==> src/torus_quad_vertex_generator_core_macros.svh <==
// Assertion macros for the torus quad vertex generator.
// Used by the top level; expects clk_i and rst_ni in scope.
`ifndef TORUS_QUAD_VERTEX_GENERATOR_CORE_MACROS_SVH
`define TORUS_QUAD_VERTEX_GENERATOR_CORE_MACROS_SVH
`ifndef SYNTHESIS
`define TQVG_ASSERT_IMP(label, ante, cons, msg) \
  label: assert property (@(posedge clk_i) disable iff (!rst_ni) (ante) |-> (cons)) \
    else $error(msg);
`define TQVG_ASSERT_NXT(label, ante, cons, msg) \
  label: assert property (@(posedge clk_i) disable iff (!rst_ni) (ante) |=> (cons)) \
    else $error(msg);
`else
`define TQVG_ASSERT_IMP(label, ante, cons, msg)
`define TQVG_ASSERT_NXT(label, ante, cons, msg)
`endif
`endif

==> src/tqvg_pkg.sv <==
// Shared types, constants and functions of the torus quad vertex generator.
// No dependencies.
package tqvg_pkg;

  localparam logic [1:0] CFG_INNER = 2'd0;
  localparam logic [1:0] CFG_OUTER = 2'd1;
  localparam logic [1:0] CFG_SIDES = 2'd2;
  localparam logic [1:0] CFG_RINGS = 2'd3;

  localparam logic [23:0] INNER_RST = 24'd65536;
  localparam logic [23:0] OUTER_RST = 24'd131072;
  localparam logic [12:0] COUNT_RST = 13'd16;
  localparam logic [12:0] MAX_DIV   = 13'd4096;

  localparam logic [1:0] CORNER_P1 = 2'd1;
  localparam logic [2:0] VERT_LAST = 3'd5;
  localparam logic [1:0] CORNER_ORDER [6] = '{2'd1, 2'd0, 2'd2, 2'd2, 2'd3, 2'd1};

  localparam int unsigned DIV_STAGES   = 9;
  localparam int unsigned DIV_STEPS    = 5;
  localparam int unsigned TRIG_STAGES  = 13;
  localparam int unsigned VTX_STAGES   = 3;
  localparam int unsigned PIPE_STAGES  = DIV_STAGES + TRIG_STAGES + VTX_STAGES;
  localparam int unsigned TEX_DELAY    = TRIG_STAGES + VTX_STAGES;
  localparam int unsigned HORNER_STEPS = 5;

  localparam logic [16:0] TEX_ONE  = 17'h10000;
  localparam logic [30:0] TRIG_ONE = 31'h4000_0000;
  localparam logic [29:0] QUARTER_PI = 30'd843314857;
  localparam logic signed [17:0] NORM_MAX = 18'sd65536;

  localparam logic [6:0] SIN_K [5] = '{7'd110, 7'd72, 7'd42, 7'd20, 7'd6};
  localparam logic [6:0] COS_K [5] = '{7'd90, 7'd56, 7'd30, 7'd12, 7'd2};
  localparam logic [31:0] SIN_RECIP [5] = '{
    32'((64'd1 << 32) / 64'd110), 32'((64'd1 << 32) / 64'd72),
    32'((64'd1 << 32) / 64'd42),  32'((64'd1 << 32) / 64'd20),
    32'((64'd1 << 32) / 64'd6)};
  localparam logic [31:0] COS_RECIP [5] = '{
    32'((64'd1 << 32) / 64'd90), 32'((64'd1 << 32) / 64'd56),
    32'((64'd1 << 32) / 64'd30), 32'((64'd1 << 32) / 64'd12),
    32'((64'd1 << 32) / 64'd2)};

  typedef struct packed {
    logic        vld;
    logic [12:0] ring_idx;
    logic [12:0] side_idx;
    logic [1:0]  corner;
    logic        last;
  } tqvg_req_t;

  typedef struct packed {
    logic signed [26:0] pos_x;
    logic signed [26:0] pos_y;
    logic signed [26:0] pos_z;
    logic signed [17:0] norm_x;
    logic signed [17:0] norm_y;
    logic signed [17:0] norm_z;
  } tqvg_geom_t;

  function automatic logic [12:0] clamp_count(input logic [12:0] c);
    if (c == 13'd0) return 13'd1;
    if (c > MAX_DIV) return MAX_DIV;
    return c;
  endfunction

  // round half away from zero
  function automatic logic signed [63:0] round_shift(input logic signed [63:0] v,
                                                     input int unsigned sh);
    logic [63:0] half;
    logic [63:0] mag;
    logic [63:0] res;
    half = 64'd1 << (sh - 1);
    mag  = v[63] ? (64'd0 - 64'(v)) : 64'(v);
    res  = (mag + half) >> sh;
    return v[63] ? $signed(64'd0 - res) : $signed(res);
  endfunction

  // one Horner step: 1 - floor(p / k), with q0 at most one below the quotient
  function automatic logic [30:0] horner_t(input logic [29:0] p, input logic [28:0] q0,
                                           input logic [6:0] k);
    logic [36:0] rr;
    logic [29:0] q;
    rr = 37'(p) - 37'(q0) * 37'(k);
    q  = 30'(q0) + 30'(rr >= 37'(k));
    return TRIG_ONE - 31'(q);
  endfunction

endpackage

==> src/tqvg_div.sv <==
// Pipelined long division of a 45-bit dividend by a 13-bit count.
// Five restoring steps per stage; keeps the low 32 quotient bits. Depends on tqvg_pkg.
module tqvg_div (
  input  logic        clk_i,
  input  logic        en_i,
  input  logic [44:0] num_i,
  input  logic [12:0] den_i,
  output logic [31:0] quo_o
);

  localparam int unsigned NS = tqvg_pkg::DIV_STAGES;

  logic [11:0] rem_in [NS];
  logic [44:0] num_in [NS];
  logic [31:0] quo_in [NS];
  logic [11:0] rem_d  [NS];
  logic [44:0] num_d  [NS];
  logic [31:0] quo_d  [NS];
  logic [11:0] rem_q  [NS];
  logic [44:0] num_q  [NS];
  logic [31:0] quo_q  [NS];

  assign rem_in[0] = 12'd0;
  assign num_in[0] = num_i;
  assign quo_in[0] = 32'd0;

  for (genvar g = 1; g < NS; g++) begin : g_link
    assign rem_in[g] = rem_q[g-1];
    assign num_in[g] = num_q[g-1];
    assign quo_in[g] = quo_q[g-1];
  end

  always_comb begin
    logic [11:0] r;
    logic [44:0] n;
    logic [31:0] q;
    logic [12:0] t;
    for (int j = 0; j < NS; j++) begin
      r = rem_in[j];
      n = num_in[j];
      q = quo_in[j];
      for (int b = 0; b < tqvg_pkg::DIV_STEPS; b++) begin
        t = {r, n[44]};
        n = {n[43:0], 1'b0};
        if (t >= den_i) begin
          r = 12'(t - den_i);
          q = {q[30:0], 1'b1};
        end else begin
          r = t[11:0];
          q = {q[30:0], 1'b0};
        end
      end
      rem_d[j] = r;
      num_d[j] = n;
      quo_d[j] = q;
    end
  end

  always_ff @(posedge clk_i) begin
    if (en_i) begin
      for (int j = 0; j < NS; j++) begin
        rem_q[j] <= rem_d[j];
        num_q[j] <= num_d[j];
        quo_q[j] <= quo_d[j];
      end
    end
  end

  assign quo_o = quo_q[NS-1];

endmodule

==> config.mk <==
export PLATFORM = sky130hd
export DESIGN_NAME = tqvg_div
export DESIGN_NICKNAME = d
export VERILOG_FILES = /design/src/torus_quad_vertex_generator_core_macros.svh /design/src/tqvg_pkg.sv /design/src/tqvg_div.sv
export SDC_FILE = /design/constraint.sdc
export NUM_CORES = 2
export LEC_CHECK = 0
export ABC_AREA = 0
export BUFFER_PORTS_ARGS = -buffer_cell sky130_fd_sc_hd__buf_2
export CAP_MARGIN = 25
export CORE_MARGIN = 2
export CORE_UTILIZATION = 30
export CTS_BUF_LIST = sky130_fd_sc_hd__clkbuf_2
export CTS_CLUSTER_SIZE = 30
export DETAILED_ROUTE_END_ITERATION = 16
export PLACE_DENSITY_LB_ADDON = 0.3
export SYNTH_ARGS = -nofsm -noshare
export SYNTH_HDL_FRONTEND = slang
export SYNTH_SLANG_ARGS = --single-unit
==> constraint.sdc <==
create_clock -name clk_i -period 21.9 [get_ports clk_i]
set_input_delay 0 -clock clk_i [delete_from_list [all_inputs] [get_ports clk_i]]
set_output_delay 0 -clock clk_i [all_outputs]
set_load 0.02 [all_outputs]
After elaboration in Yosys (flattened, before gate mapping)
Memories as Yosys holds them, arrays and structs flattened.
Index checks and enable logic that the tools add are counted.
W data, S select, Z words.

cells by class
  add/subtract/negate cells = 45
  magnitude comparators = 45
  multiplexer cells = 92

operator list
  operator          count
  $ge A13 B13 Y1    44
  $mux W12          45
  $sub A12 B12 Y12  44
  $mux W1           47
  $ge A1 B13 Y1     1
  $sub A1 B12 Y12   1

storage, ports and cells
  register bits after elaboration = 0
  bits in writable memories = 756
  output and inout bits = 32
  word-level logic and storage cells = 185
  memories = 3

memory list
  memory  depth  bits a word  read ports  clocked after Yosys merged registers in  write ports  RTL line        source
  num_q   9      40           8           0                                        9            tqvg_div.sv:20  logic [44:0] num_q [NS];
  quo_q   9      32           9           0                                        9            tqvg_div.sv:21  logic [31:0] quo_q [NS];
  rem_q   9      12           8           0                                        9            tqvg_div.sv:19  logic [11:0] rem_q [NS];

Longest topological paths before layout
An unclocked memory read counts as a cell.

  word-level depth = 11
  gate-level depth with buffers = 52

Worst setup path after synthesis
OpenSTA, ideal clock, no wires.

  path type = input-to-reg
  from = in den_i[1]
  to = mem rem_q[4][4] (netlist: rem_q[0][52]), data pin
  library setup time = 0.264 ns
  data arrival time = 11.128 ns
  required time = 21.636 ns
  setup slack = 10.508 ns
  stages = 45
  cell sequence = inv_1 > ha_1 > o21ai_0 > o21ai_0 > a211oi_1 > or2_1 > buf_4 > mux2_2 > ha_1 > a21o_1 > a21o_1 > o21ai_1 > a21oi_1 > or2_1 > clkbuf_1 > buf_2 > o21ai_0 > ha_1 > [... 9 more ...] > ha_1 > a21oi_1 > nor2_1 > o41ai_1 > a21oi_1 > nor2_1 > clkinv_1 > clkbuf_1 > a21oi_1 > ha_1 > nor2b_1 > o31a_1 > o41a_1 > a211oi_1 > o21ai_1 > a221o_1 > buf_1 > o41a_1

RTL lines
  element             RTL line        source
  start: declaration  tqvg_div.sv:7   input logic [12:0] den_i,
  end: declaration    tqvg_div.sv:19

==> reports/qor.txt <==
Status: completed
Maximum clock path buffer count: 3
CTS Sinks: 395
Post-CTS sizing: 0
Worst Tran Pin Value: 997 ps
GPL Wtd Cong: 0.877
Gr busiest metal: met2
Largest net degree at the start of global routing: 119
Full die area: 143,000 sq um
Post-CTS setup buffer count: 0
WL final: 125,000 um
Cell Area, Synth: 42,000 sq um
CP Data Required Time: 23,170 ps
CTS tree: yes
Vias: 36.2k
Synthesized area per cell: 9.28 sq um
DRC: 0
Gr usage total: 17.3%
DP Wirelength: 90,000 um
Vias in the first global route: 35.5k
Layout cell share with drive strength beyond 1: 12.5%
Final ANT Viol Nets: 0
Hold crit path type: input pin to flip-flop
CP endpoint kind: flip-flop
Critical Path Fanout Max: 21
Width of the die: 378 um
Slew margin rel.: 33.5%
Mapped Nets: 5,199
Final hold viol count: 0
Post-layout util: 34.4%
Area Overhead vs Synth: 13.9%
Sequential-to-total area share from yosys stat: 28.3%
Initial antenna violation count: 4
Setup TNS Final: 0 ps
Post-synth EDFFs: 395
Router iterations before antenna repair: 6
Crit path kind: flip-flop to flip-flop
Yosys warns: 0
Root Driver: clkbuf_2
Predominant post-synthesis flop cell: edfxtp_1
Clk slew on worst S/H paths: 110 ps
Port buffer count: 91
Crit path largest cell delay: 770 ps
Met3 Resource Use GR: 2.33%
CTS H-tree depth: 3
Clock Latency Late Sink: 1530 ps
Synth async-reset ratio: 0%
Chip Height: 378 um
Slew Viols, Final: 0
GR Util met1: 23.0%
Post-DR vias/cell: 5.29
DR WL/cell: 18.3 um
Flops & latches, synth: 395
Period utilization: 62.6%
Total congestion overflow: 0
Critical path arrival: 14,980 ps
CP Launch Type: flip-flop
Mapped Cells: 4,522
Max-cap check violation count: 0
Final Critical Period: 13,710 ps
F_max: 72.9 MHz
Nets@finish: 5,565
Boundary pin count: 92
Core ar.: 139,000 sq um
Post-synthesis cell type count: 91
Final setup viols: 0
Iter 0 DRT Violations: 2,391
RSZ-0062 raised after global routing: no
First-pass GRT wire length: 197,000 um
Initial Util: 30.2%
Cts bufs inserted: 118
M2 GR Usage: 28.9%
# rows: 137
Clock skew: 196 ps
CP max-delay cell: nor2_1
[path summary, 6_finish.rpt]
| path | startpoint | end | slack (ps) | depth (start not counted) |
|---|---|---|---|---|
| max reg2reg | rem_q[0][39] | rem_q[0][59] | 8190 | 39 |
| min reg2reg | quo_q[0][243] | quo_q[0][280] | 340 | 0 |
| min | den_i[1] | rem_q[0][14] | 270 | 5 |
| max | rem_q[0][39] | rem_q[0][59] | 8190 | 39 |
[stage by stage]
step                      area [sq um]  hold slack (ps)  std cells  setup slack [ps]
after global placement           44900              177       6458              8320
after detailed placement         44900              178       6458              8140
after global routing             47800              133       6853              7150
final                            47800              267       6853              8190
after floorplan                  42000             98.9       4522             10510
after CTS                        47800             10.2       6848              8280
[cell families after synthesis]
logic type / synth area share (%)
AO/OA/AOI/OAI: 20.5
XOR/XNOR: 7.16
adder cells (fa/ha/maj): 19.2
buffers and inverters: 2.93
flip-flops: 28.3
multiplexers: 7.14
AND/OR/NAND/NOR: 14.8
[cell type report]
class | count | area, sq um
fillers | 14500 | 91400
multi-input cells | 3814 | 28900
flip-flops and latches | 395 | 11900
repair buffers | 322 | 2750
well taps | 1876 | 2350
inverters | 237 | 895
clock buffers | 160 | 801
clock inverters | 44 | 258
diodes | 5 | 12.5
[routing by layer]
metal | vias up | routed length, um | share of wire [%]
met1 | 17300 | 57900 | 46
li1 | 17900 | - | -
met5 | - | 27 | 0.022
met2 | 801 | 58100 | 46
met3 | 218 | 5430 | 4.3
met4 | 4 | 3660 | 2.9
[flip-flops by register name (all words and copies together) (netlist names)]
signal	flops
num_q	180
rem_q	96
quo_q	119
[worst max-delay path: cells and delay by family (launching register included)]
| kind | cells | cell delay, ps |
|---|---|---|
| mux | 1 | 430 |
| fa+ha+maj | 5 | 1750 |
| buf+inv | 3 | 1290 |
| simple gates | 8 | 2900 |
| flops | 1 | 410 |
| compound gates | 22 | 6760 |
[placed cells by master, fill, tap and decap left out, types with 76 or more instances in the layout]
cell type | synthesis | routed
xnor2_1 | 220 | 220
nor2b_1 | 103 | 103
ha_1 | 574 | 574
a21o_1 | 142 | 142
dlygate4sd3_1 | 0 | 185
buf_2 | 20 | 88
nor3_1 | 125 | 125
edfxtp_1 | 395 | 395
o21a_1 | 97 | 97
clkbuf_2 | 0 | 160
inv_1 | 228 | 216
nand2_1 | 272 | 272
nand4_1 | 76 | 76
o21ai_0 | 264 | 263
nor2_1 | 333 | 333
mux2_2 | 196 | 196
nand3_1 | 77 | 77
a21oi_1 | 361 | 361
xor2_1 | 123 | 123
[synthesized netlist by cell type (13+ instances only)]
cell | number | share of area [%]
a211oi_1 | 47 | 0.84
clkbuf_1 | 47 | 0.42
o31ai_1 | 46 | 0.82
nor4_1 | 18 | 0.27
o21ai_0 | 264 | 3.1
nor2_1 | 333 | 3.0
o31a_1 | 29 | 0.61
a21oi_1 | 361 | 4.3
and3_1 | 38 | 0.57
and2_1 | 30 | 0.45
edfxtp_1 | 395 | 28
a21boi_0 | 14 | 0.25
and4_1 | 14 | 0.29
xor2_1 | 123 | 2.6
nand3_1 | 77 | 0.92
xnor2_1 | 220 | 4.6
or2_2 | 52 | 0.78
buf_2 | 20 | 0.24
fa_1 | 43 | 2.1
o221ai_1 | 41 | 0.86
mux2_2 | 196 | 5.3
o21ai_1 | 17 | 0.20
nor2b_1 | 103 | 1.5
nand2b_1 | 47 | 0.70
nand2_1 | 272 | 2.4
nor3_1 | 125 | 1.5
or3_1 | 37 | 0.55
o211ai_1 | 26 | 0.47
a31oi_1 | 50 | 0.75
a21o_1 | 142 | 2.5
o41ai_1 | 13 | 0.27
mux2i_1 | 66 | 1.6
o2111ai_1 | 27 | 0.56
nand4_1 | 76 | 1.1
ha_1 | 574 | 17
inv_1 | 228 | 2.0
o21a_1 | 97 | 1.7
a211o_1 | 16 | 0.33
o21bai_1 | 28 | 0.50
[timing repair]
item | CTS | global route
setup endpoints to repair | 0 | 0
endpoints found under the hold margin | 498 | 0
hold buffers | 186 | 0
Power is left out: the tool's default activity adds up to more than one toggle a clock period on the data nets, which glitch-free logic cannot reach.
