[src/torus_quad_vertex_generator_core_macros.svh]
// Assertion macros for the torus quad vertex generator.
// Used by the top level; expects clk_i and rst_ni in scope.
`ifndef TORUS_QUAD_VERTEX_GENERATOR_CORE_MACROS_SVH
`define TORUS_QUAD_VERTEX_GENERATOR_CORE_MACROS_SVH
`ifndef SYNTHESIS
`define TQVG_ASSERT_IMP(label, ante, cons, msg) \
  label: assert property (@(posedge clk_i) disable iff (!rst_ni) (ante) |-> (cons)) \
    else $error(msg);
`define TQVG_ASSERT_NXT(label, ante, cons, msg) \
  label: assert property (@(posedge clk_i) disable iff (!rst_ni) (ante) |=> (cons)) \
    else $error(msg);
`else
`define TQVG_ASSERT_IMP(label, ante, cons, msg)
`define TQVG_ASSERT_NXT(label, ante, cons, msg)
`endif
`endif

[src/tqvg_pkg.sv]
// Shared types, constants and functions of the torus quad vertex generator.
// No dependencies.
package tqvg_pkg;

  localparam logic [1:0] CFG_INNER = 2'd0;
  localparam logic [1:0] CFG_OUTER = 2'd1;
  localparam logic [1:0] CFG_SIDES = 2'd2;
  localparam logic [1:0] CFG_RINGS = 2'd3;

  localparam logic [23:0] INNER_RST = 24'd65536;
  localparam logic [23:0] OUTER_RST = 24'd131072;
  localparam logic [12:0] COUNT_RST = 13'd16;
  localparam logic [12:0] MAX_DIV   = 13'd4096;

  localparam logic [1:0] CORNER_P1 = 2'd1;
  localparam logic [2:0] VERT_LAST = 3'd5;
  localparam logic [1:0] CORNER_ORDER [6] = '{2'd1, 2'd0, 2'd2, 2'd2, 2'd3, 2'd1};

  localparam int unsigned DIV_STAGES   = 9;
  localparam int unsigned DIV_STEPS    = 5;
  localparam int unsigned TRIG_STAGES  = 13;
  localparam int unsigned VTX_STAGES   = 3;
  localparam int unsigned PIPE_STAGES  = DIV_STAGES + TRIG_STAGES + VTX_STAGES;
  localparam int unsigned TEX_DELAY    = TRIG_STAGES + VTX_STAGES;
  localparam int unsigned HORNER_STEPS = 5;

  localparam logic [16:0] TEX_ONE  = 17'h10000;
  localparam logic [30:0] TRIG_ONE = 31'h4000_0000;
  localparam logic [29:0] QUARTER_PI = 30'd843314857;
  localparam logic signed [17:0] NORM_MAX = 18'sd65536;

  localparam logic [6:0] SIN_K [5] = '{7'd110, 7'd72, 7'd42, 7'd20, 7'd6};
  localparam logic [6:0] COS_K [5] = '{7'd90, 7'd56, 7'd30, 7'd12, 7'd2};
  localparam logic [31:0] SIN_RECIP [5] = '{
    32'((64'd1 << 32) / 64'd110), 32'((64'd1 << 32) / 64'd72),
    32'((64'd1 << 32) / 64'd42),  32'((64'd1 << 32) / 64'd20),
    32'((64'd1 << 32) / 64'd6)};
  localparam logic [31:0] COS_RECIP [5] = '{
    32'((64'd1 << 32) / 64'd90), 32'((64'd1 << 32) / 64'd56),
    32'((64'd1 << 32) / 64'd30), 32'((64'd1 << 32) / 64'd12),
    32'((64'd1 << 32) / 64'd2)};

  typedef struct packed {
    logic        vld;
    logic [12:0] ring_idx;
    logic [12:0] side_idx;
    logic [1:0]  corner;
    logic        last;
  } tqvg_req_t;

  typedef struct packed {
    logic signed [26:0] pos_x;
    logic signed [26:0] pos_y;
    logic signed [26:0] pos_z;
    logic signed [17:0] norm_x;
    logic signed [17:0] norm_y;
    logic signed [17:0] norm_z;
  } tqvg_geom_t;

  function automatic logic [12:0] clamp_count(input logic [12:0] c);
    if (c == 13'd0) return 13'd1;
    if (c > MAX_DIV) return MAX_DIV;
    return c;
  endfunction

  // round half away from zero
  function automatic logic signed [63:0] round_shift(input logic signed [63:0] v,
                                                     input int unsigned sh);
    logic [63:0] half;
    logic [63:0] mag;
    logic [63:0] res;
    half = 64'd1 << (sh - 1);
    mag  = v[63] ? (64'd0 - 64'(v)) : 64'(v);
    res  = (mag + half) >> sh;
    return v[63] ? $signed(64'd0 - res) : $signed(res);
  endfunction

  // one Horner step: 1 - floor(p / k), with q0 at most one below the quotient
  function automatic logic [30:0] horner_t(input logic [29:0] p, input logic [28:0] q0,
                                           input logic [6:0] k);
    logic [36:0] rr;
    logic [29:0] q;
    rr = 37'(p) - 37'(q0) * 37'(k);
    q  = 30'(q0) + 30'(rr >= 37'(k));
    return TRIG_ONE - 31'(q);
  endfunction

endpackage

[src/tqvg_seq.sv]
// Quad sequencer: takes one quad word and issues its six vertex requests.
// Depends on tqvg_pkg.
module tqvg_seq (
  input  logic               clk_i,
  input  logic               rst_ni,
  input  logic               en_i,
  input  logic               in_valid_i,
  input  logic [11:0]        ring_i,
  input  logic [11:0]        side_i,
  output logic               in_ready_o,
  output tqvg_pkg::tqvg_req_t req_o
);

  logic        busy_q, busy_d;
  logic [2:0]  k_q, k_d;
  logic [11:0] ring_q, side_q;
  logic        accept;
  logic [1:0]  corner;

  assign in_ready_o = !busy_q || (k_q == tqvg_pkg::VERT_LAST && en_i);
  assign accept     = in_valid_i && in_ready_o;

  always_comb begin
    busy_d = busy_q;
    k_d    = k_q;
    if (accept) begin
      busy_d = 1'b1;
      k_d    = 3'd0;
    end else if (busy_q && en_i) begin
      if (k_q == tqvg_pkg::VERT_LAST) begin
        busy_d = 1'b0;
      end else begin
        k_d = k_q + 3'd1;
      end
    end
  end

  always_ff @(posedge clk_i or negedge rst_ni) begin
    if (!rst_ni) begin
      busy_q <= 1'b0;
      k_q    <= 3'd0;
    end else begin
      busy_q <= busy_d;
      k_q    <= k_d;
    end
  end

  always_ff @(posedge clk_i) begin
    if (accept) begin
      ring_q <= ring_i;
      side_q <= side_i;
    end
  end

  assign corner          = tqvg_pkg::CORNER_ORDER[k_q];
  assign req_o.vld       = busy_q;
  assign req_o.ring_idx  = {1'b0, ring_q} + {12'd0, corner[0]};
  assign req_o.side_idx  = {1'b0, side_q} + {12'd0, corner[1]};
  assign req_o.corner    = corner;
  assign req_o.last      = (k_q == tqvg_pkg::VERT_LAST);

endmodule

[config.mk]
export PLATFORM = sky130hd
export DESIGN_NAME = tqvg_seq
export DESIGN_NICKNAME = d
export VERILOG_FILES = /design/src/torus_quad_vertex_generator_core_macros.svh /design/src/tqvg_pkg.sv /design/src/tqvg_seq.sv
export SDC_FILE = /design/constraint.sdc
export NUM_CORES = 1
export LEC_CHECK = 0
export ABC_AREA = 1
export BUFFER_PORTS_ARGS = -buffer_cell sky130_fd_sc_hd__buf_2
export CORE_ASPECT_RATIO = 0.75
export CORE_MARGIN = 10
export CORE_UTILIZATION = 44
export CTS_CLUSTER_DIAMETER = 150
export DETAILED_ROUTE_END_ITERATION = 10
export PLACE_DENSITY = 0.77
export SLEW_MARGIN = 15
export SYNTH_ARGS = -nofsm -noshare
export SYNTH_HDL_FRONTEND = slang
export SYNTH_SLANG_ARGS = --single-unit
[constraint.sdc]
create_clock -name clk_i -period 2.35 [get_ports clk_i]
set_input_delay 0.705 -clock clk_i [delete_from_list [all_inputs] [get_ports clk_i]]
set_output_delay 0.705 -clock clk_i [all_outputs]
set_load 0.02 [all_outputs]
### Word level (Yosys, flattened, before mapping)

Memories as Yosys holds them, arrays and structs flattened.
Index checks and enable logic that the tools add are counted.

* flip-flop bits (word level): 28
* memory bits (read-only): 16
* bits of input ports: 28
* output and inout port bits: 31
* logic and storage cells: 29
* memories kept: 1

Memory list
* (name not given): depth 8, width 2, read ports 1, clocked after memory_dff 0, wr ports 0, line tqvg_seq.sv:55 `assign corner = tqvg_pkg::CORNER_ORDER[k_q];`

* add/subtract/negate cells: 3
* magnitude comparators: 1
* eq/ne operators: 2
* muxes and demuxes: 8
* bitwise gates (word level): 1
* reductions and logical operators: 9

Operator list (count)
* adder 12 x 1 -> 13 bit: 2
* 2-to-1 mux 3 bit: 3
* greater-or-equal comparator 4 bit, second input constant: 1
* 2-to-1 mux 2 bit: 2
* inverter 3 -> 4 bit: 1
* AND reduction 2 bit: 2
* nonzero test 2 bit: 2
* adder 3 x 1 -> 3 bit, second input constant: 1
* equality test 3 bit, second input constant: 1
* logical AND 1 bit: 3
* 2-to-1 mux 1 bit: 3
* inequality test 2 x 1 -> 1 bit, second input constant: 1
* zero test 1 bit: 1
* logical OR 1 bit: 1

### Depth between registers and ports, before layout

Gate-level depths: netlist of run 1.

* depth after elaboration: 6
* mapped depth: 10
* depth with buffers taken out: 10

### Worst setup path before layout of run 1

No wires, ideal clock.

* path type: flip-flop to output port
* from: reg k_q[2]
* to: out req_o[7] (netlist name)
* data arrival time: 2148 ps
* required time: 1645 ps
* setup slack: -503 ps
* stages on the path, launching flop included: 7
* buffers on the path: 1
* cell sequence: dfrtp_1 -> o21ai_0 -> ha_1 -> ha_1 -> buf_2 -> nand3_1 -> xnor2_1

RTL lines
* start, declared: line tqvg_seq.sv:15 `logic [2:0] k_q, k_d;`
* start signal, assigned: line tqvg_seq.sv:44 `k_q <= k_d;`
* end, declared: line tqvg_seq.sv:11 `output tqvg_pkg::tqvg_req_t req_o`

==> impl_results.md, run 1 <==
- Status: finished with violations
- Violations in the final reports: negative setup slack
- CP Max Fanout: 3
- R2R Path End: ring_q[4]$_DFFE_PP_
- Mapped Area: 1595 um^2
- Critical Path RT: 1.64 ns
- Number of enable flip-flop cells after synthesis: 24
- Prevailing post-synth register cell: edfxtp_1
- GRT Util Overall: about 13%
- Vias post-DR: 1364
- Chip Height: 72.15 um
- Rows: 18
- Yosys cell types: 19
- FF-to-FF path depth: 8
- Slowest CP cell: dfrtp_1
- Adder-Cell Fraction of Synth Area: approximately 6.3%
- Hold buffers post-CTS: 0
- Compound-cell area share of the yosys netlist: 0.6275%
- Reg clk slew, reported paths: about 0.090 ns
- Root Driver: clkbuf_8
- Gpl congestion: 0.7936
- Leak pwr: 0.001195 uW
- Final worst-path cycle share: 111.0%
- Clock Latency Late Sink: between 0.2 and 0.3 ns
- Maximum clock frequency: around 380 MHz
- Sink Count: 28
- Async SR Flop Fraction: 14.29%
- Layout Cells excl Fill: ~280
- Slew of the pin with the lowest slew margin: 0.3005 ns
- Hold Fails Final Rpt: 0
- Grt total ovfl: 0
- Unrepaired setup endpoints after global routing: yes
- Comb pwr share: 49.1%
- Clock power frac: 18.5%
- Die area: approximately 6500 um^2
- CP arrival: around 1.9 ns
- Share of layout cells above drive strength 1: about 55%
- Slowest cell delay on critical path: about 0.38 ns
- Filler cells: 238
- Crit start category: flip-flop
- Util after Layout: 75.44%
- CTS tree: done
- DRC: 0
- CP most frequent cell: ha_4
- Detailed Route Iter0 Violations: 47
- Largest net degree at the start of global routing: 17
- Cell type group with the largest total delay on the critical path: adder cells
- Ys Warns: 0
- CP cell instances: inv_2 -> ha_4 -> or2_4 -> ha_4 -> ha_4 -> nand2_4 -> nor2_4 -> nand2_4 -> xnor2_4 -> buf_6
- WS Path Type: flip-flop to primary output
- Initial antenna violation count: 0
- PwrDens: 792.9 nW/um^2
- Share of the synthesized area in the top cell type: 45.18%
- Synth Area in XOR/XNOR: 8.157%
- Worst vdd ir: 0.6729 mV
- Syn-to-layout area delta: 59.76%
- DR WL/cell: 14.50 um
- Post-synthesis mux area share: 0%
- Register-to-register setup slack: 0.71 ns
- Final #Nets: 281
- Initial core utilization: 47.22%
- Placed insts: roughly 270
- Via/cell ratio: 4.803
- Net count after synthesis: 201
- R2r startpoint: k_q[1]$_DFFE_PN0P_
- Tmin final: 2.608 ns
- Core area: 3378 um^2
- Longest Clk Path Bufs: 2
- Max Cap Violations: 0
- Worst relative slew slack: 79.97%
- Synth top area cells: edfxtp_1 (45%), nand2_1 (12%), dfrtp_1 (6.3%)
- WL final: 4.118 mm
- Crit path buffers/inverters: 2
- Diodes inserted: 0
- FF+latch area: 822.0 um^2
- Setup-failing EPs final: 22
- Worst setup margin: -0.2582 ns
- Slew Limit Fails: 0
- Sw power: 704.0 uW
- Worst hold path type: input pin to asynchronous set/reset pin
- HPWL Detailed: 3.144 mm
- TritonCTS Buffers: 3
- Largest family of logic cells by synthesized area: simple AND/OR/NAND/NOR gates
- DR pass1 iterations: 4
- Hold WS: 0.2176 ns
- Largest area contributor in the netlist: edfxtp_1
- Seq pwr share: around 32%
- Die Wd: 89.53 um
- Area of the multi-input gates: 974.7 um^2
- Seq/Total Area, Yosys: 51.45%
- Mean Syn Cell Area: 9.668 um^2
- Clk_skew: just under 0.005 ns
- Sw frac: 34.84%
- H-tree levels: 1
- Antenna Nets Post-Route: 0
- Crit. End Element: primary output
- Internal Pwr Total: between 1000 and 1500 uW
- First-pass GRT wire length: 6.617 mm
- Vias in the first global route: approximately 1500
- Mapped Cells: between 150 and 200
- Simple-gate share of the synthesized area: around 28%
- Post-synthesis register bit count: 28
- I/O Pins: 59
- I/O Buffers: 58
[final cells by class]
| cell class | instances | share of cell area, % |
|---|---|---|
| Clock buffer | 3 | 1.620 |
| Sequential cell | 28 | 32.25 |
| Tap cell | 40 | 1.964 |
| Clock inverter | 1 | 1.178 |
| Multi-Input combinational cell | 117 | 38.24 |
| Inverter | 18 | 2.847 |
| Timing Repair Buffer | 77 | 21.89 |
[cells in the mapped netlist (2+ instances only)]
cell type  count
nand2_1       49
edfxtp_1      24
inv_1         18
nand3_1       10
ha_1           8
nor2_1         8
nand2_2        7
nand4_1        7
xnor2_1        7
xor2_1         6
nor2_2         5
dfrtp_1        4
nor2_4         4
nor3_2         2
o21ai_0        2
[what timing repair did]
| item | 4_1_cts | 5_1_grt |
|---|---|---|
| gates resized for setup | 62 | 16 |
| endpoints found under the setup margin | 22 | 25 |
| gates cloned | 0 | 0 |
| buffers inserted | 4 | 5 |
| hold endpoints to repair | 0 | 0 |
| pin swaps | 13 | 6 |
[cells in the final DEF, fill, tap and decap left out]
| cell type | n |
|---|---|
| nor3_4 | 2 |
| clkbuf_8 | 3 |
| edfxtp_1 | 24 |
| xnor2_4 | 1 |
| o21ai_4 | 1 |
| or2_4 | 1 |
| inv_1 | 14 |
| bufinv_16 | 1 |
| buf_4 | 24 |
| ha_1 | 2 |
| nor2_4 | 6 |
| dfrtp_1 | 3 |
| xor2_2 | 1 |
| xor2_1 | 5 |
| nand2_2 | 6 |
| inv_2 | 2 |
| nand4_1 | 7 |
| nor2_2 | 5 |
| nand3_1 | 3 |
| dfrtp_2 | 1 |
| buf_6 | 18 |
| nand3_2 | 4 |
| nand2_1 | 45 |
| ha_4 | 6 |
| nor2_1 | 6 |
| xnor2_2 | 7 |
| nand3_4 | 3 |
| nand2_4 | 5 |
| o21ai_1 | 1 |
| inv_4 | 2 |
| buf_2 | 35 |
[metrics by stage]
step	cell area (um^2)	total power (uW)	setup TNS, ns	setup WS [ns]
finish	2549	2021	-3.421	-0.2582
global route	2549	2149	-5.594	-0.3449
CTS	2435	1933	-3.422	-0.2445
detailed placement	2108	1356	-0.1136	-0.08094
global placement	2108	1345	-0.04326	-0.04326
floorplan	1703	1117	-0.01891	-0.01891
[layer usage]
| metal | up-vias | track usage (%) | part of all wire [%] |
|---|---|---|---|
| met2 | 43 | 22.45 | 51 |
| met3 | 5 | 3.571 | 5.9 |
| met5 | - | 0 | 0 |
| li1 | 695 | - | - |
| met4 | 0 | 1.585 | 0.41 |
| met1 | 621 | 15.97 | 43 |
[worst max path at each step]
stage | slack (ns) | end | depth (start not counted) | from
2_1_floorplan | -0.02 | req_o[7] | 6 | k_q[2]$_DFFE_PN0P_
3_3_place_gp | -0.04 | req_o[24] | 10 | k_q[0]$_DFFE_PN0P_
3_5_place_dp | -0.08 | req_o[24] | 10 | k_q[0]$_DFFE_PN0P_
4_1_cts | -0.24 | req_o[24] | 10 | k_q[0]$_DFFE_PN0P_
5_1_grt | -0.34 | req_o[24] | 10 | k_q[1]$_DFFE_PN0P_
6_report | -0.26 | req_o[24] | 10 | k_q[0]$_DFFE_PN0P_
[registers in the layout, summed over array words and instances (netlist names)]
name and cells:
busy_q 1, ring_q 12, k_q 3, side_q 12
[kinds of logic after synthesis]
kind of cell | count (synthesis)
buffers and inverters | 20
and+or+nand+nor | 93
AOI/OAI and AO/OA | 2
DFF | 28
adders and majority gates | 8
xor gates and xnor gates | 14
[power groups by stage]
stage                     clock network, uW  registers [uW]  logic (uW)
after CTS                               384             648         900
after global routing                    407             661        1080
after global placement                    0             656         690
after detailed placement                  0             658         699
after floorplan                           0             659         458
final                                   374             655         992
(Power assumes the default switching activity.)
==> inputs of run 2 (changes only) <==
Settings changed: CORE_MARGIN 10 to default.
==> run 2 against run 1 <==
Against the previous run:
- the flow still finishes with violations (negative setup slack)
- sequential share of layout area is 0.42 points higher
- routed wire length shrank 11%
- register-to-register slack worse by 0.46 ns
- worst setup slack better by 0.00090 ns
- flip-flop and latch count is the same
- die area fell by 40%
- via count hardly changed
- hold slack worse by 0.0047 ns
- non-clock buffer count did not move
- cell area shrank 1.4%
- clock-buffer cell count unchanged
- first-iteration DRC count increased by 15%
- critical endpoint unchanged
- largest cell class unchanged
==> impl_results.md, run 2 (same netlist as run 1, synthesis figures left out) <==
- Worst setup margin: -0.2573 ns (+0.0009050 ns)
- Filler cells: 238 (unchanged)
- Worst relative slew slack: 74.27% (-5.7 points)
- Final worst-path cycle share: 110.9% (about the same)
- Via/cell ratio: 4.806 (about the same)
- Longest Clk Path Bufs: 2 (unchanged)
- Chip Height: 54.15 um (-25%)
- WL final: 3.648 mm (-11%)
- Slew of the pin with the lowest slew margin: 0.3856 ns (+0.08506 ns)
- Crit. End Element: primary output
- H-tree levels: 1 (unchanged)
- CTS tree: done
- Setup-failing EPs final: 22 (unchanged)
- Pre-CTS WS: -0.07844 ns (+0.002502 ns)
- Grt total ovfl: 0 (unchanged)
- Vias in the first global route: 1270 (-12%)
- DRC: 0 (unchanged)
- R2R Path End: ring_q[0]$_DFFE_PP_
- Status: finished with violations
- Final #Nets: 281 (unchanged)
- CP Launch Point: k_q[1]$_DFFE_PN0P_
- First-pass GRT wire length: 5.651 mm (-15%)
- DR pass1 iterations: 4 (unchanged)
- Slowest CP cell: dfrtp_1
- TritonCTS Buffers: 3 (unchanged)
- CP Max Fanout: 3 (unchanged)
- Vias post-DR: 1365 (+0.073%)
- FF-to-FF path depth: 10 (+2)
- CP arrival: 1.90 ns (about the same)
- WS Path Type: flip-flop to primary output
- Die Wd: 71.53 um (-20%)
- Antenna Nets Post-Route: 0 (unchanged)
- Setup crit end: req_o[24]
- Violations in the final reports: negative setup slack
- Tmin final: 2.607 ns (-0.0009050 ns)
- Largest net degree at the start of global routing: 17 (unchanged)
- Root Driver: clkbuf_8
- Leak pwr: 0.001150 uW (-3.8%)
- Initial core utilization: 47.22% (unchanged)
- Syn-to-layout area delta: 57.49%
- Crit path buffers/inverters: 2 (unchanged)
- Sink Count: 28 (unchanged)
- Max Cap Violations: 0 (unchanged)
- Rows: 18 (unchanged)
- CP cell instances: inv_2 -> ha_2 -> or2_4 -> ha_4 -> ha_4 -> nand2_4 -> nor2_4 -> nand2_4 -> xnor2_4 -> buf_6
- HPWL Detailed: 2.724 mm (-13%)
- Reg clk slew, reported paths: 0.10 ns (about the same)
- Slew Limit Fails: 0 (unchanged)
- Most frequent cells in the layout: nand2_1 (44), buf_2 (33), buf_4 (27)
- Share of layout cells above drive strength 1: 54.51% (-0.41 points)
- DR WL/cell: 12.85 um (-11%)
- R2r startpoint: k_q[0]$_DFFE_PN0P_
- Diodes inserted: 0 (unchanged)
- I/O Pins: 59 (unchanged)
- Clk_skew: 0.001474 ns (-0.003466 ns)
- Detailed Route Iter0 Violations: 54 (+15%)
- Critical Path RT: 1.64 ns (about the same)
- PwrDens: 800.5 nW/um^2 (+0.97%)
- Maximum clock frequency: 383.5 MHz (about the same)
- Worst hold path type: input pin to asynchronous set/reset pin
- Die area: 3873 um^2 (-40%)
- Gpl congestion: 0.8466 (+6.7%)
- Clock Latency Late Sink: 0.27 ns (about the same)
- Most common cell after layout, fill and taps aside: nand2_1
- Unrepaired setup endpoints after global routing: yes
- Area of the multi-input gates: 940.9 um^2 (-3.5%)
- Crit start category: flip-flop
- Stages on worst setup path: 10 (unchanged)
- I/O Buffers: 58 (unchanged)
- GRT Util Overall: 20.08% (+7.2 points)
- FF+latch area: 820.8 um^2 (-0.15%)
- Initial antenna violation count: 0 (unchanged)
- Register-to-register setup slack: 0.25 ns (-0.46 ns)
- Regs by FF count: ring_q (12), side_q (12), k_q (3)
- Cell type group with the largest total delay on the critical path: adder cells
- Worst vdd ir: 0.6422 mV (-4.6%)
- Design Power: 2011 uW (-0.47%)
- Hold Fails Final Rpt: 0 (unchanged)
- Slowest cell delay on critical path: 0.38 ns (about the same)
- Core area: 3378 um^2 (unchanged)
## run 2: cell count changes in the layout (fill, tap and decap cells not counted), moves of 2 or more
cell and change:
nand2_2 +4, buf_4 +3, nand2_4 -3, buf_2 -2
ha_2 +2, nand3_1 +2, nand3_2 -2
## run 2: how the worst min path moves through the flow
stage               startpoint                  to  cells after the start
floorplan               rst_ni  busy_q$_DFFE_PN0P_                      0
detailed placement      rst_ni  busy_q$_DFFE_PN0P_                      1
global route            rst_ni  busy_q$_DFFE_PN0P_                      1
CTS                     rst_ni  busy_q$_DFFE_PN0P_                      1
global placement        rst_ni  busy_q$_DFFE_PN0P_                      1
finish                  rst_ni  busy_q$_DFFE_PN0P_                      1
## run 2: cell type report
| class | count | share of cell area [%] |
|---|---|---|
| clock inverter | 1 | 1.195 |
| multi-input combinational | 117 | 37.45 |
| clock buffer | 3 | 1.643 |
| tap | 40 | 1.992 |
| timing repair buffer | 77 | 22.26 |
| sequential | 28 | 32.67 |
| inverter | 18 | 2.789 |
## run 2: stage by stage
| stage | hold WS, ns | util [%] | std cells | cell area, um^2 | TNS (ns) |
|---|---|---|---|---|---|
| finish | 0.2129 | 74.37 | 284 | 2512 | -3.640 |
| global route | 0.1921 | 74.37 | 284 | 2512 | -6.300 |
| CTS | 0.2083 | 71.15 | 281 | 2404 | -2.959 |
| detailed placement | 0.5136 | 62.63 | 272 | 2116 | -0.1049 |
| global placement | 0.5132 | 62.63 | 272 | 2116 | -0.04315 |
| floorplan | 0.4094 | - | 165 | 1703 | -0.01891 |
## run 2: report_power, final
part | switching (uW) | internal, uW | total, uW
registers | 53.4 | 598 | 651
logic | 492 | 487 | 979
clock network | 153 | 228 | 381
total | 698 | 1310 | 2010
## run 2: per-layer routing
metal	vias to the layer above	wire length [um]	track usage, %	share of wire [%]
met5	-	0	0	0
met1	629	1582	24.64	43
met2	34	1855	36.19	51
met4	0	59	4.902	1.6
li1	694	-	-	-
met3	8	152	5.243	4.2
## run 2: what timing repair did
action,CTS,global route
resized for setup,48,25
pin swaps,13,7
gates cloned,0,0
hold buffers,0,0
endpoints found under the setup margin,23,25
setup buffers,5,3
